--- src/hw/rtl/sts_pkg.sv ---
// Shared types and codes for the sorted table search block.
package sts_pkg;

    localparam int COUNT_W = 11;
    localparam int INDEX_W = 10;
    localparam int VALUE_W = 32;
    localparam int MODE_W  = 2;

    localparam logic CMD_WRITE  = 1'b0;
    localparam logic CMD_SEARCH = 1'b1;

    localparam logic CFG_ENTRY_COUNT = 1'b0;
    localparam logic CFG_SEARCH_MODE = 1'b1;

    localparam logic [MODE_W-1:0] MODE_FORWARD  = 2'd0;
    localparam logic [MODE_W-1:0] MODE_BACKWARD = 2'd1;
    localparam logic [MODE_W-1:0] MODE_BINARY   = 2'd2;
    localparam logic [MODE_W-1:0] MODE_SPARE    = 2'd3;

    localparam logic [COUNT_W-1:0] COUNT_RESET = 11'd1;

    typedef struct packed {
        logic                      command;
        logic [INDEX_W-1:0]        entry_index;
        logic signed [VALUE_W-1:0] item_value;
    } in_item_t;

    typedef struct packed {
        logic               found;
        logic [COUNT_W-1:0] position;
    } out_item_t;

    typedef enum logic [1:0] {
        OP_STORE,
        OP_SKIP,
        OP_SEARCH
    } op_kind_t;

    typedef struct packed {
        op_kind_t           op;
        logic [INDEX_W-1:0] index;
        logic [VALUE_W-1:0] value;
    } op_entry_t;

    typedef enum logic {
        ST_IDLE,
        ST_CHECK
    } back_state_t;

    // flips the sign bit so unsigned compare follows signed order
    function automatic logic [VALUE_W-1:0] order_key(input logic [VALUE_W-1:0] v);
        order_key = v ^ {1'b1, {(VALUE_W-1){1'b0}}};
    endfunction

endpackage

--- src/hw/rtl/sts_front.sv ---
// Front end: accepts requests, classifies them and queues them for the back end.
module sts_front #(
    parameter int TABLE_DEPTH = 1024
) (
    input  logic              clk,
    input  logic              rst_n,
    input  logic              in_valid,
    output logic              in_ready,
    input  sts_pkg::in_item_t in_item,
    output logic              q_valid,
    input  logic              q_pop,
    output sts_pkg::op_entry_t q_head
);
    import sts_pkg::*;

    op_entry_t  slot_reg [2];
    op_entry_t  decoded;
    logic       wr_ptr_reg, wr_ptr_next;
    logic       rd_ptr_reg, rd_ptr_next;
    logic [1:0] count_reg, count_next;
    logic       push;
    logic       pop;
    logic       in_range;

    assign in_range = 32'(in_item.entry_index) < 32'(TABLE_DEPTH);

    always_comb
    begin
        decoded.index = in_item.entry_index;
        decoded.value = in_item.item_value;
        unique case (in_item.command)
            CMD_WRITE:  decoded.op = in_range ? OP_STORE : OP_SKIP;
            CMD_SEARCH: decoded.op = OP_SEARCH;
            default:    decoded.op = OP_SKIP;
        endcase
    end

    assign in_ready = (count_reg != 2'd2);
    assign push     = in_valid && in_ready;
    assign q_valid  = (count_reg != 2'd0);
    assign pop      = q_pop && q_valid;
    assign q_head   = slot_reg[rd_ptr_reg];

    always_comb
    begin
        wr_ptr_next = push ? ~wr_ptr_reg : wr_ptr_reg;
        rd_ptr_next = pop ? ~rd_ptr_reg : rd_ptr_reg;
        count_next  = count_reg + 2'(push) - 2'(pop);
    end

    always_ff @(posedge clk or negedge rst_n)
    begin
        if (!rst_n)
        begin
            wr_ptr_reg <= 1'b0;
            rd_ptr_reg <= 1'b0;
            count_reg  <= 2'd0;
        end
        else
        begin
            wr_ptr_reg <= wr_ptr_next;
            rd_ptr_reg <= rd_ptr_next;
            count_reg  <= count_next;
        end
    end

    always_ff @(posedge clk)
    begin
        if (push)
        begin
            slot_reg[wr_ptr_reg] <= decoded;
        end
    end

endmodule

--- config.mk ---
export PLATFORM = sky130hd
export DESIGN_NAME = sts_front
export DESIGN_NICKNAME = d
export VERILOG_FILES = /design/src/hw/rtl/sts_pkg.sv /design/src/hw/rtl/sts_front.sv
export SDC_FILE = /design/constraint.sdc
export NUM_CORES = 1
export LEC_CHECK = 0
export ABC_AREA = 1
export BUFFER_PORTS_ARGS = -buffer_cell sky130_fd_sc_hd__buf_4
export CORE_MARGIN = 5
export CORE_UTILIZATION = 47
export CTS_BUF_LIST = sky130_fd_sc_hd__clkbuf_8 sky130_fd_sc_hd__clkbuf_16
export DETAILED_ROUTE_END_ITERATION = 7
export HOLD_SLACK_MARGIN = 0.03
export PLACE_DENSITY = 0.8
export SETUP_SLACK_MARGIN = 0.3
export SYNTH_ARGS = -nofsm -noshare
export SYNTH_HDL_FRONTEND = slang
export SYNTH_SLANG_ARGS = --single-unit
--- constraint.sdc ---
create_clock -name clk -period 2.64 [get_ports clk]
set_input_delay 0.264 -clock clk [delete_from_list [all_inputs] [get_ports clk]]
set_output_delay 0.264 -clock clk [all_outputs]
set_load 0.01 [all_outputs]
* Yosys cells after proc, flatten, opt, wreduce, memory -nomap -nowiden
Memories as Yosys holds them, arrays and structs flattened.
Cells that the tools add are included.
** Storage, ports and cells
- Memories kept :: 1
- Logic and storage cells :: 16
- Register bits after elaboration :: 4
- Output and inout bits :: 46
- RAM bits :: 88
** Memories
- slot_reg :: words 2, width 44, rd ports 1, clocked after memory_dff 0, write ports 1, line sts_front.sv:16 : op_entry_t slot_reg [2];
** Cells by class
- Reduce and logical (&&, ||, !) cells :: 3
- Add/subtract/negate cells :: 2
- Bitwise logic cells :: 3
- Equality and inequality tests :: 1
- Mux-type cells :: 3
** Operator list (number)
- $pmux 2 s2 :: 1
- $not 1->1 :: 3
- $add 2x1->2 :: 1
- $logic_and 1x1->1 :: 2
- $mux 1 :: 2
- $ne 2x2->1 const B :: 1
- $reduce_bool 2->1 :: 1
- $sub 2x1->2 :: 1

* Logic depth before layout (Yosys ltp)
Gate-level depths: netlist of run 1.
- Depth in word-level cells :: 4
- Gate-level depth with buffers :: 10
- Mapped depth without buffers :: 10

* Least setup slack after synthesis of run 1
No wires, ideal clock.
- Path type :: reg-to-reg
- From :: reg count_reg[1]
- To :: mem slot_reg[1][0] (netlist name), enable pin
- Cell stages (with the launch flop) :: 4
- Arrival time :: 2.436 ns
- Buffers on the path :: 0
- Setup time :: 0.443 ns
- Slack :: -0.239 ns
- Period minus slack after synthesis :: 2.879 ns
- Cells stage by stage :: dfrtp_1 -> nand2_1 -> nand2_1 -> nor2_1
** On the way
- Word-level cells in the longest chain between the ends :: 4
** RTL lines
- start: declaration :: line sts_front.sv:20 : logic [1:0] count_reg, count_next;
- start signal: assignment :: line sts_front.sv:63 : count_reg <= count_next;
- $ne 2x2->1 :: line sts_front.sv:38 : assign in_ready = (count_reg != 2'd2);
- net in_ready :: line sts_front.sv:8 : output logic in_ready,
- $logic_and 1x1->1 :: line sts_front.sv:39 : assign push = in_valid && in_ready;
- $mux 1 :: line sts_front.sv:69 : if (push)
- $mux 1 (not written as such) :: line sts_front.sv:71 : slot_reg[wr_ptr_reg] <= decoded;
- end: declaration :: line sts_front.sv:16
The timed path passes the listed nets, and every way through them passes these cells.

==> impl_metrics.env, run 1 <==
export IMPL_slew_headroom_pct=63.72
export IMPL_hp_class="in -> reg"
export IMPL_min_from="in_item[15]"
export IMPL_area_growth_pct=27.49
export IMPL_die_h_um=95.50
export IMPL_p_sw_mw=1.523
export IMPL_gp_congestion=0.6342
export IMPL_ios=93
export IMPL_cts_tree="done"
export IMPL_post_route_period_util_pct=70.35
export IMPL_cts_root_buf="clkbuf_8"
export IMPL_arrival_ns=1.59
export IMPL_synth_simple_area_share_pct=16.79
export IMPL_die_w_um=95.50
export IMPL_syn_area_sq_um=3436
export IMPL_synth_area_leader_cell="edfxtp_1"
export IMPL_grt_pass1_vias=2086
export IMPL_post_route_drc_count=0
export IMPL_max_slew_worst_pin_slew_ns=0.5429
export IMPL_grt_pass1_wl_um=9729
export IMPL_routed_wl_um=6145
export IMPL_syn_inst=258
export IMPL_cts_resized=0
export IMPL_layout_drive_gt1_share_pct=33.15
export IMPL_largest_reg_flops=86
export IMPL_skew_ns=0.004666
export IMPL_synth_distinct_cells=13
export IMPL_first_pass_iters=4
export IMPL_worstRegToRegCells=4
export IMPL_dr_total_vias=2076
export IMPL_dieArea_sq_um=9120
export IMPL_num_rows=31
export IMPL_synth_fa_ha_area_share_pct=0.7283
export IMPL_routed_wire_length_per_instance_um=13.42
export IMPL_hpwl_um=4262
export IMPL_yosys_warnings=0
export IMPL_synth_top_family_by_area="simple AND/OR/NAND/NOR gates"
export IMPL_vdd_drop_max_uv=531.0
export IMPL_diodes=0
export IMPL_crit_required_ns=2.38
export IMPL_cts_made_buffers=9
export IMPL_rrSetupSlack_ns=0.98
export IMPL_fin_nets=403
export IMPL_end_kind="output pin"
export IMPL_finalPower_mw=4.606
export IMPL_pwr_share_comb_pct=37.0
export IMPL_yosys_top_cells_area="edfxtp_1, nand2_1, dfrtp_1"
export IMPL_synthXorXnorAreaFrac_pct=0
export IMPL_grtUsageTotal_pct=14.41
export IMPL_timing_rr_end="slot_reg[1][39]$_DFFE_PP_"
export IMPL_drtIter0Drc=72
export IMPL_cts_path_max_buffers=2
export IMPL_drtAntennaViolNets=0
export IMPL_syn_avg_cell_area_sq_um=13.32
export IMPL_holdPathEnd="slot_reg[0][15]$_DFFE_PP_"
export IMPL_outcome="complete, no violations"
export IMPL_synth_compound_area_share_pct=0
export IMPL_synth_nets=307
export IMPL_leakagePower_nw=1.906
export IMPL_placement_io_buffers=91
export IMPL_grt_max_degree=45
export IMPL_clk_latency_ns=0.34
export IMPL_clock_sinks=90
export IMPL_synth_mux_area_share_pct=0
export IMPL_htreeDepth=3
export IMPL_whs_path_depth=1
export IMPL_cap_violations=0
export IMPL_internal_power_mw=3.083
export IMPL_switching_share_pct=33.06
export IMPL_setup_violations=0
export IMPL_power_density_nw_per_um2=1052
export IMPL_max_freq_mhz=538.4
export IMPL_hold_viol=0
export IMPL_detail_route_vias_per_cell=4.533
export IMPL_core_area_sq_um=7176
export IMPL_grt_setup_unrepaired="no"
export IMPL_crit_type="reg -> out"
export IMPL_worstPathMaxFanout=36
export IMPL_seq_power_share_pct=44.7
export IMPL_ys_seq_area_share_pct=78.08
export IMPL_path_clk_slew_ns=0.08
export IMPL_setup_tns_ns=0
export IMPL_slew_violations=0
export IMPL_clkPwrFrac_pct=18.3
export IMPL_start_util_pct=47.88
export IMPL_synth_top_area_share_pct=75.16
export IMPL_grt_antenna_before_repair=0
export IMPL_reg2reg_from="count_reg[1]$_DFF_PN0_"
export IMPL_start_kind="flip-flop"
export IMPL_finalCriticalPeriod_ns=1.857
export IMPL_ys_ff_latch=90
export IMPL_grt_overflow=0
cells by family (layout without fill, tap and decap cells):
kind of cell,after synthesis,in the layout
fa+ha+maj,2,2
buf+inv,19,120
flops,90,90
other cells,1,1
simple gates,146,146
power by group through the flow:
stage               clock network (mW)  logic (mW)  registers (mW)
CTS                              0.864        1.75            2.06
finish                           0.843        1.70            2.06
floorplan                            0        1.04            2.05
global placement                     0        1.71            2.08
global route                     0.922        1.92            2.09
detailed placement                   0        1.75            2.09
routing by layer:
metal	vias to the layer above	global-route usage, %	share of wire, %
li1	1044	-	-
met1	959	16.18	39
met2	63	25.95	53
met3	10	3.788	5.9
met4	0	5.806	1.8
met5	-	0	0
cells in the mapped netlist:
master    count
inv_8         1
nand2_2      10
buf_4         4
nor2_1        1
inv_1         8
edfxtp_1     86
buf_12        1
nand2_1     132
conb_1        1
dfrtp_1       4
buf_6         5
ha_1          2
nand3_1       3
critical path, cell delays in order, from the launching register on:
cell,delay [ns]
dfrtp_2,0.53
buf_4,0.41
nand2_1,0.10
nand2_1,0.10
buf_4,0.12
worst max-delay path by stage:
stage                           endpoint  cells after the start  slack, ns              startpoint
4_1_cts                       q_head[10]                      4       0.75  rd_ptr_reg$_DFFE_PN0P_
3_5_place_dp   slot_reg[1][35]$_DFFE_PP_                      4       0.97  count_reg[1]$_DFF_PN0_
6_report                      q_head[30]                      4       0.78  rd_ptr_reg$_DFFE_PN0P_
5_1_grt                       q_head[39]                      4       0.61  rd_ptr_reg$_DFFE_PN0P_
3_3_place_gp   slot_reg[1][36]$_DFFE_PP_                      4       1.03  count_reg[1]$_DFF_PN0_
2_1_floorplan   slot_reg[1][0]$_DFFE_PP_                      3       0.47  count_reg[1]$_DFF_PN0_
area by class of cell:
class,instances,area (sq um)
clock buffer,9,123.9
tap,99,123.9
inverter,9,41.29
multi-input combinational,149,613.1
fill,571,2795
timing repair buffer,95,740.7
clock inverter,7,53.80
sequential,90,2684
cells in the final DEF (no fill, tap or decap):
cell / n
buf_4: 92
bufinv_16: 1
inv_2: 1
nor2_4: 1
ha_1: 2
nand2_1: 132
clkinv_1: 2
inv_8: 1
dfrtp_1: 3
conb_1: 1
dlygate4sd3_1: 1
edfxtp_1: 86
clkbuf_8: 9
buf_12: 2
inv_1: 10
clkinv_2: 1
dfrtp_2: 1
nand3_1: 3
nand2_2: 10
per-stage QoR:
stage / std cells / cell area, sq um / hold WS [ns] / utilization, % / worst slack (ns)
2_1_floorplan: 258 / 3438 / -0.03159 / - / 0.4719
3_3_place_gp: 441 / 4193 / 0.06219 / 58.43 / 1.031
3_5_place_dp: 441 / 4193 / 0.06506 / 58.43 / 0.9656
4_1_cts: 458 / 4380 / 0.08953 / 61.05 / 0.7530
5_1_grt: 458 / 4380 / 0.08056 / 61.05 / 0.6084
6_report: 458 / 4380 / 0.1047 / 61.05 / 0.7828
timing repair:
action	CTS	global route
hold buffers	1	0
setup buffers	0	0
hold endpoints to repair	4	0
setup endpoints to repair	0	0
(Power assumes the default switching activity.)
==> run 2: changes to the inputs <==
==> constraint.sdc (replaced) <==
create_clock -name clk -period 1.5 [get_ports clk]
set_input_delay 0.15 -clock clk [delete_from_list [all_inputs] [get_ports clk]]
set_output_delay 0.15 -clock clk [all_outputs]
set_load 0.01 [all_outputs]
==> run 2 against run 1 <==
  * The run now ends with negative setup slack left
  * Register-to-register slack lost 1.0 ns
  * Combinational power grew to 3.4 times the previous value
  * Hold slack worse by 0.031 ns
  * Die area is the same
  * Cell count grew 20%
  * Clock power is 110% higher
  * Sequential cell count unchanged
  * Total power rose by 140%
  * Global-route usage increased by 6.4 points
==> impl_metrics.env, run 2 (same netlist as run 1, synthesis figures left out) <==
export IMPL_rrSetupSlack_ns=-0.04
export IMPL_gp_congestion=0.8012
export IMPL_grt_max_degree=27
export IMPL_cp_slowest_cell="dfrtp_2"
export IMPL_finalPower_mw=11.23
export IMPL_crit_type="reg -> out"
export IMPL_place_ws_ns=0.004933
export IMPL_routed_wl_um=9428
export IMPL_vdd_drop_max_uv=1190
export IMPL_largest_reg_flops=86
export IMPL_cap_violations=0
export IMPL_grt_pass1_vias=2788
export IMPL_max_freq_mhz=646.7
export IMPL_hpwl_um=4170
export IMPL_routed_wire_length_per_instance_um=17.20
export IMPL_detail_route_vias_per_cell=4.828
export IMPL_path_cells="buf_12 > inv_16 > nand2_1 > nand2_2 > buf_6"
export IMPL_post_route_drc_count=0
export IMPL_slew_violations=0
export IMPL_grt_antenna_before_repair=0
export IMPL_path_clk_slew_ns=0.08
export IMPL_first_pass_iters=4
export IMPL_post_route_period_util_pct=103.1
export IMPL_power_density_nw_per_um2=1895
export IMPL_crit_required_ns=1.35
export IMPL_core_area_sq_um=7176
export IMPL_layout_commonest_cell="nand2_1"
export IMPL_start_util_pct=47.88
export IMPL_worst_slack_ns=-0.04626
export IMPL_min_from="q_pop"
export IMPL_layout_drive_gt1_share_pct=46.55
export IMPL_cts_path_max_buffers=2
export IMPL_grt_overflow=0
export IMPL_start_kind="flip-flop"
export IMPL_grt_pass1_wl_um=13790
export IMPL_worstPathMaxFanout=11
export IMPL_violations="negative setup slack"
export IMPL_cp_slowest_stage_delay_ns=0.51
export IMPL_clock_sinks=90
export IMPL_grtUsageTotal_pct=20.83
export IMPL_cts_root_buf="clkbuf_8"
export IMPL_cts_made_buffers=9
export IMPL_num_rows=31
export IMPL_htreeDepth=3
export IMPL_die_h_um=95.50
export IMPL_ios=93
export IMPL_grt_setup_unrepaired="yes"
export IMPL_leakagePower_nw=2.535
export IMPL_die_w_um=95.50
export IMPL_placement_io_buffers=91
export IMPL_final_cell_mix="nand2_1, edfxtp_1, buf_4"
export IMPL_dr_total_vias=2646
export IMPL_cp_startpoint="rd_ptr_reg$_DFFE_PN0P_"
export IMPL_placed_area_sq_um=4262
export IMPL_fillers=381
export IMPL_multiInputGateArea_sq_um=787.0
export IMPL_finalCriticalPeriod_ns=1.546
export IMPL_cts_tree="done"
export IMPL_hold_viol=0
export IMPL_end_kind="output pin"
export IMPL_ff_latch_area_sq_um=2684
export IMPL_hp_class="in -> reg"
export IMPL_diodes=0
export IMPL_dieArea_sq_um=9120
export IMPL_drtAntennaViolNets=0
export IMPL_drtIter0Drc=111
export IMPL_clk_latency_ns=0.36
export IMPL_skew_ns=0.008305
export IMPL_final_area_sq_um=5927
export IMPL_arrival_ns=1.40
export IMPL_setup_violations=50
export IMPL_area_growth_pct=72.51
export IMPL_outcome="complete, but fails checks"
export IMPL_reg2reg_from="count_reg[0]$_DFF_PN0_"
export IMPL_fin_nets=493
==> run 2: cell count changes in the layout (fill, tap and decap cells not counted), sizes merged <==
cell and change:
buf +43, bufinv +1, clkbuf +1, clkinvlp +2, dlygate4sd3 +43
==> run 2: metal layers <==
metal	vias to the layer above	track usage [%]	routed length, um
li1	1230	-	-
met1	1287	21.98	3349
met2	102	39.83	5144
met3	27	5.051	644
met4	0	7.464	289
met5	-	0	0
==> run 2: critical path, delay by kind of cell, from the launching register on <==
family | cells | cell delay [ns]
flops | 1 | 0.51
buf+inv | 3 | 0.37
simple gates | 2 | 0.15
==> run 2: repair_timing <==
action                                  in CTS  in global routing
setup buffers                               25                  4
hold buffers                                44                  0
pin swaps                                   16                  9
endpoints found under the setup margin     133                133
cloned                                      14                  1
endpoints found under the hold margin       90                  0
gates resized for setup                     86                 18
==> run 2: layout make-up <==
cell class	count	area share (%)
flip-flops and latches	90	45.28
clock inverters	7	1.436
multi-input cells	149	13.28
well taps	99	2.090
clock buffers	9	2.090
repair inverters	3	0.6122
repair buffers	182	34.22
inverters	9	0.9922
==> run 2: through the flow <==
step	hold slack, ns	cells	setup TNS (ns)	utilization, %
after detailed placement	-0.04972	444	0	59.39
after floorplan	-0.1456	258	-11.01	-
after global placement	-0.04893	444	0	59.39
after global routing	0.09508	548	-4.301	82.60
final	0.07410	548	-0.9458	82.60
after CTS	0.06415	543	-0.008233	80.78
==> run 2: where the power goes <==
group / total [mW] / leakage, nW / switching [mW] / internal (mW)
Clock: 1.75 / 0.108 / 0.830 / 0.921
Combinational: 5.81 / 1.58 / 2.73 / 3.08
Sequential: 3.67 / 0.847 / 0.242 / 3.43
==> run 2: final timing paths <==
path                                          end  cells past startpoint
setup / recovery                       q_head[41]                      5
hold / removal             rd_ptr_reg$_DFFE_PN0P_                      3
setup reg to reg           count_reg[1]$_DFF_PN0_                     11
hold reg to reg            wr_ptr_reg$_DFFE_PN0N_                      2
max in group asynchronous  rd_ptr_reg$_DFFE_PN0P_                      2
min in group asynchronous  rd_ptr_reg$_DFFE_PN0P_                      2
==> run 3: changes to the inputs <==
--- a/config.mk
+++ b/config.mk
@@ -8,11 +8,11 @@
 export ABC_AREA = 1
 export BUFFER_PORTS_ARGS = -buffer_cell sky130_fd_sc_hd__buf_4
 export CORE_MARGIN = 5
-export CORE_UTILIZATION = 47
+export CORE_UTILIZATION = 52
 export CTS_BUF_LIST = sky130_fd_sc_hd__clkbuf_8 sky130_fd_sc_hd__clkbuf_16
 export DETAILED_ROUTE_END_ITERATION = 7
 export HOLD_SLACK_MARGIN = 0.03
-export PLACE_DENSITY = 0.8
+export PLACE_DENSITY = 0.83
 export SETUP_SLACK_MARGIN = 0.3
 export SYNTH_ARGS = -nofsm -noshare
 export SYNTH_HDL_FRONTEND = slang
==> constraint.sdc (replaced) <==
create_clock -name clk -period 1.61 [get_ports clk]
set_input_delay 0.161 -clock clk [delete_from_list [all_inputs] [get_ports clk]]
set_output_delay 0.161 -clock clk [all_outputs]
set_load 0.01 [all_outputs]
==> run 3 against run 2 <==
  * The flow now finishes without violations
  * Combinational power decreased by 30%
  * Utilization shrank 1.0 points
  * Total power decreased by 22%
  * Clock skew increased by 0.00073 ns
  * Sequential share of layout area grew 6.2 points
  * Sequential power fell by 7.9%
  * Sequential cell count unchanged
  * Register-to-register slack better by 0.19 ns
  * Setup slack improved by 0.14 ns
==> impl_metrics.env, run 3 (same netlist as run 1, synthesis figures left out) <==
export IMPL_start_util_pct=53.80
export IMPL_grt_max_degree=30
export IMPL_layout_drive_gt1_share_pct=37.44
export IMPL_placement_io_buffers=91
export IMPL_die_h_um=91.29
export IMPL_diodes=0
export IMPL_clkPwrFrac_pct=14.3
export IMPL_path_common_cell="nand2_1"
export IMPL_worst_slack_ns=0.09856
export IMPL_outcome="complete, no violations"
export IMPL_grt_pass1_vias=2492
export IMPL_hpwl_um=4504
export IMPL_skew_ns=0.009032
export IMPL_routed_wire_length_per_instance_um=16.87
export IMPL_crit_required_ns=1.45
export IMPL_ios=93
export IMPL_cts_path_max_buffers=2
export IMPL_path_clk_slew_ns=0.07
export IMPL_cts_root_buf="clkbuf_8"
export IMPL_drtIter0Drc=158
export IMPL_rrSetupSlack_ns=0.15
export IMPL_ff_latch_area_sq_um=2684
export IMPL_routed_wl_um=8416
export IMPL_multiInputGateArea_sq_um=713.2
export IMPL_crit_family="flip-flops"
export IMPL_detail_route_vias_per_cell=4.962
export IMPL_path_cells="buf_12 > inv_16 > nand2_1 > nand2_1 > buf_4"
export IMPL_grt_antenna_before_repair=0
export IMPL_max_freq_mhz=661.6
export IMPL_arrival_ns=1.35
export IMPL_grt_overflow=0
export IMPL_finalCriticalPeriod_ns=1.511
export IMPL_fin_nets=467
export IMPL_clock_sinks=90
export IMPL_final_cell_mix="nand2_1, buf_4, edfxtp_1"
export IMPL_first_pass_iters=4
export IMPL_core_area_sq_um=6386
export IMPL_setup_violations=0
export IMPL_path_buf_inv=3
export IMPL_cts_tree="done"
export IMPL_drtAntennaViolNets=0
export IMPL_hold_ws_ns=0.1232
export IMPL_placed_area_sq_um=4209
export IMPL_vdd_drop_max_uv=941.9
export IMPL_dr_total_vias=2476
export IMPL_cp_slowest_stage_delay_ns=0.50
export IMPL_power_density_nw_per_um2=1674
export IMPL_worstPathMaxFanout=11
export IMPL_die_w_um=91.29
export IMPL_area_growth_pct=51.60
export IMPL_grtUsageTotal_pct=19.08
export IMPL_setup_tns_ns=0
export IMPL_fillers=359
export IMPL_finalPower_mw=8.720
export IMPL_final_area_sq_um=5209
export IMPL_seq_power_share_pct=38.8
export IMPL_post_route_drc_count=0
export IMPL_leakagePower_nw=2.237
export IMPL_grt_pass1_wl_um=12360
export IMPL_gp_congestion=0.7633
export IMPL_internal_power_mw=5.643
export IMPL_switching_share_pct=35.29
export IMPL_dieArea_sq_um=8333
export IMPL_pwr_share_comb_pct=46.9
export IMPL_start_kind="flip-flop"
export IMPL_crit_type="reg -> out"
export IMPL_place_ws_ns=0.1371
export IMPL_grt_setup_unrepaired="yes"
export IMPL_slew_violations=0
export IMPL_largest_reg_flops=86
export IMPL_cts_made_buffers=9
export IMPL_p_sw_mw=3.077
export IMPL_layout_commonest_cell="nand2_1"
export IMPL_cp_slowest_cell="dfrtp_2"
export IMPL_clk_latency_ns=0.35
export IMPL_htreeDepth=3
export IMPL_num_rows=29
export IMPL_hp_class="in -> reg"
export IMPL_hold_viol=0
export IMPL_post_route_period_util_pct=93.88
export IMPL_cap_violations=0
export IMPL_end_kind="output pin"
## run 3: worst paths after layout
path | depth (start not counted) | from | to
min in group asynchronous | 2 | rst_n | count_reg[1]$_DFF_PN0_
worst min-delay path | 3 | q_pop | rd_ptr_reg$_DFFE_PN0P_
worst max register to register | 5 | count_reg[0]$_DFF_PN0_ | slot_reg[0][0]$_DFFE_PP_
worst max-delay path | 5 | rd_ptr_reg$_DFFE_PN0P_ | q_head[34]
worst min register to register | 2 | wr_ptr_reg$_DFFE_PN0N_ | wr_ptr_reg$_DFFE_PN0N_
max in group asynchronous | 2 | rst_n | rd_ptr_reg$_DFFE_PN0P_
## run 3: timing repair
action | in CTS | in global routing
setup endpoints to repair | 45 | 132
hold buffers | 44 | 0
cloned | 2 | 6
resized for setup | 18 | 24
setup buffers | 5 | 5
endpoints found under the hold margin | 90 | 0
pin swaps | 6 | 7
## run 3: power groups by stage
stage | Sequential (mW) | Combinational, mW | Clock, mW
after floorplan | 3.37 | 1.76 | 0
after global placement | 3.42 | 2.90 | 0
after detailed placement | 3.45 | 2.97 | 0
after CTS | 3.37 | 3.47 | 1.25
after global routing | 3.42 | 4.40 | 1.38
final | 3.38 | 4.09 | 1.24
## run 3: layout make-up
class | count | share of cell area (%)
tap | 77 | 1.850
timing repair buffer | 157 | 28.44
sequential | 90 | 51.53
timing repair inverter | 2 | 0.4804
multi-input combinational | 149 | 13.69
clock inverter | 6 | 0.5044
inverter | 9 | 1.129
clock buffer | 9 | 2.378
## run 3: worst min-delay path, stage by stage
cell and delay (ns):
buf_4 0.10, nand3_1 0.08, nand2_1 0.08
## run 3: routing by layer
| layer | GRT usage, % | vias to the layer above | wire (um) | part of all wire, % |
|---|---|---|---|---|
| li1 | - | 1176 | - | - |
| met1 | 21.68 | 1169 | 3259 | 39 |
| met2 | 34.07 | 116 | 4427 | 53 |
| met3 | 5.289 | 15 | 561 | 6.7 |
| met4 | 7.213 | 0 | 167 | 2.0 |
| met5 | 0 | - | 0 | 0 |
## run 3: per-stage QoR
stage,utilization (%),std cells
global placement,65.91,422
detailed placement,65.91,422
floorplan,-,258
global route,81.56,499
finish,81.56,499
CTS,77.29,488
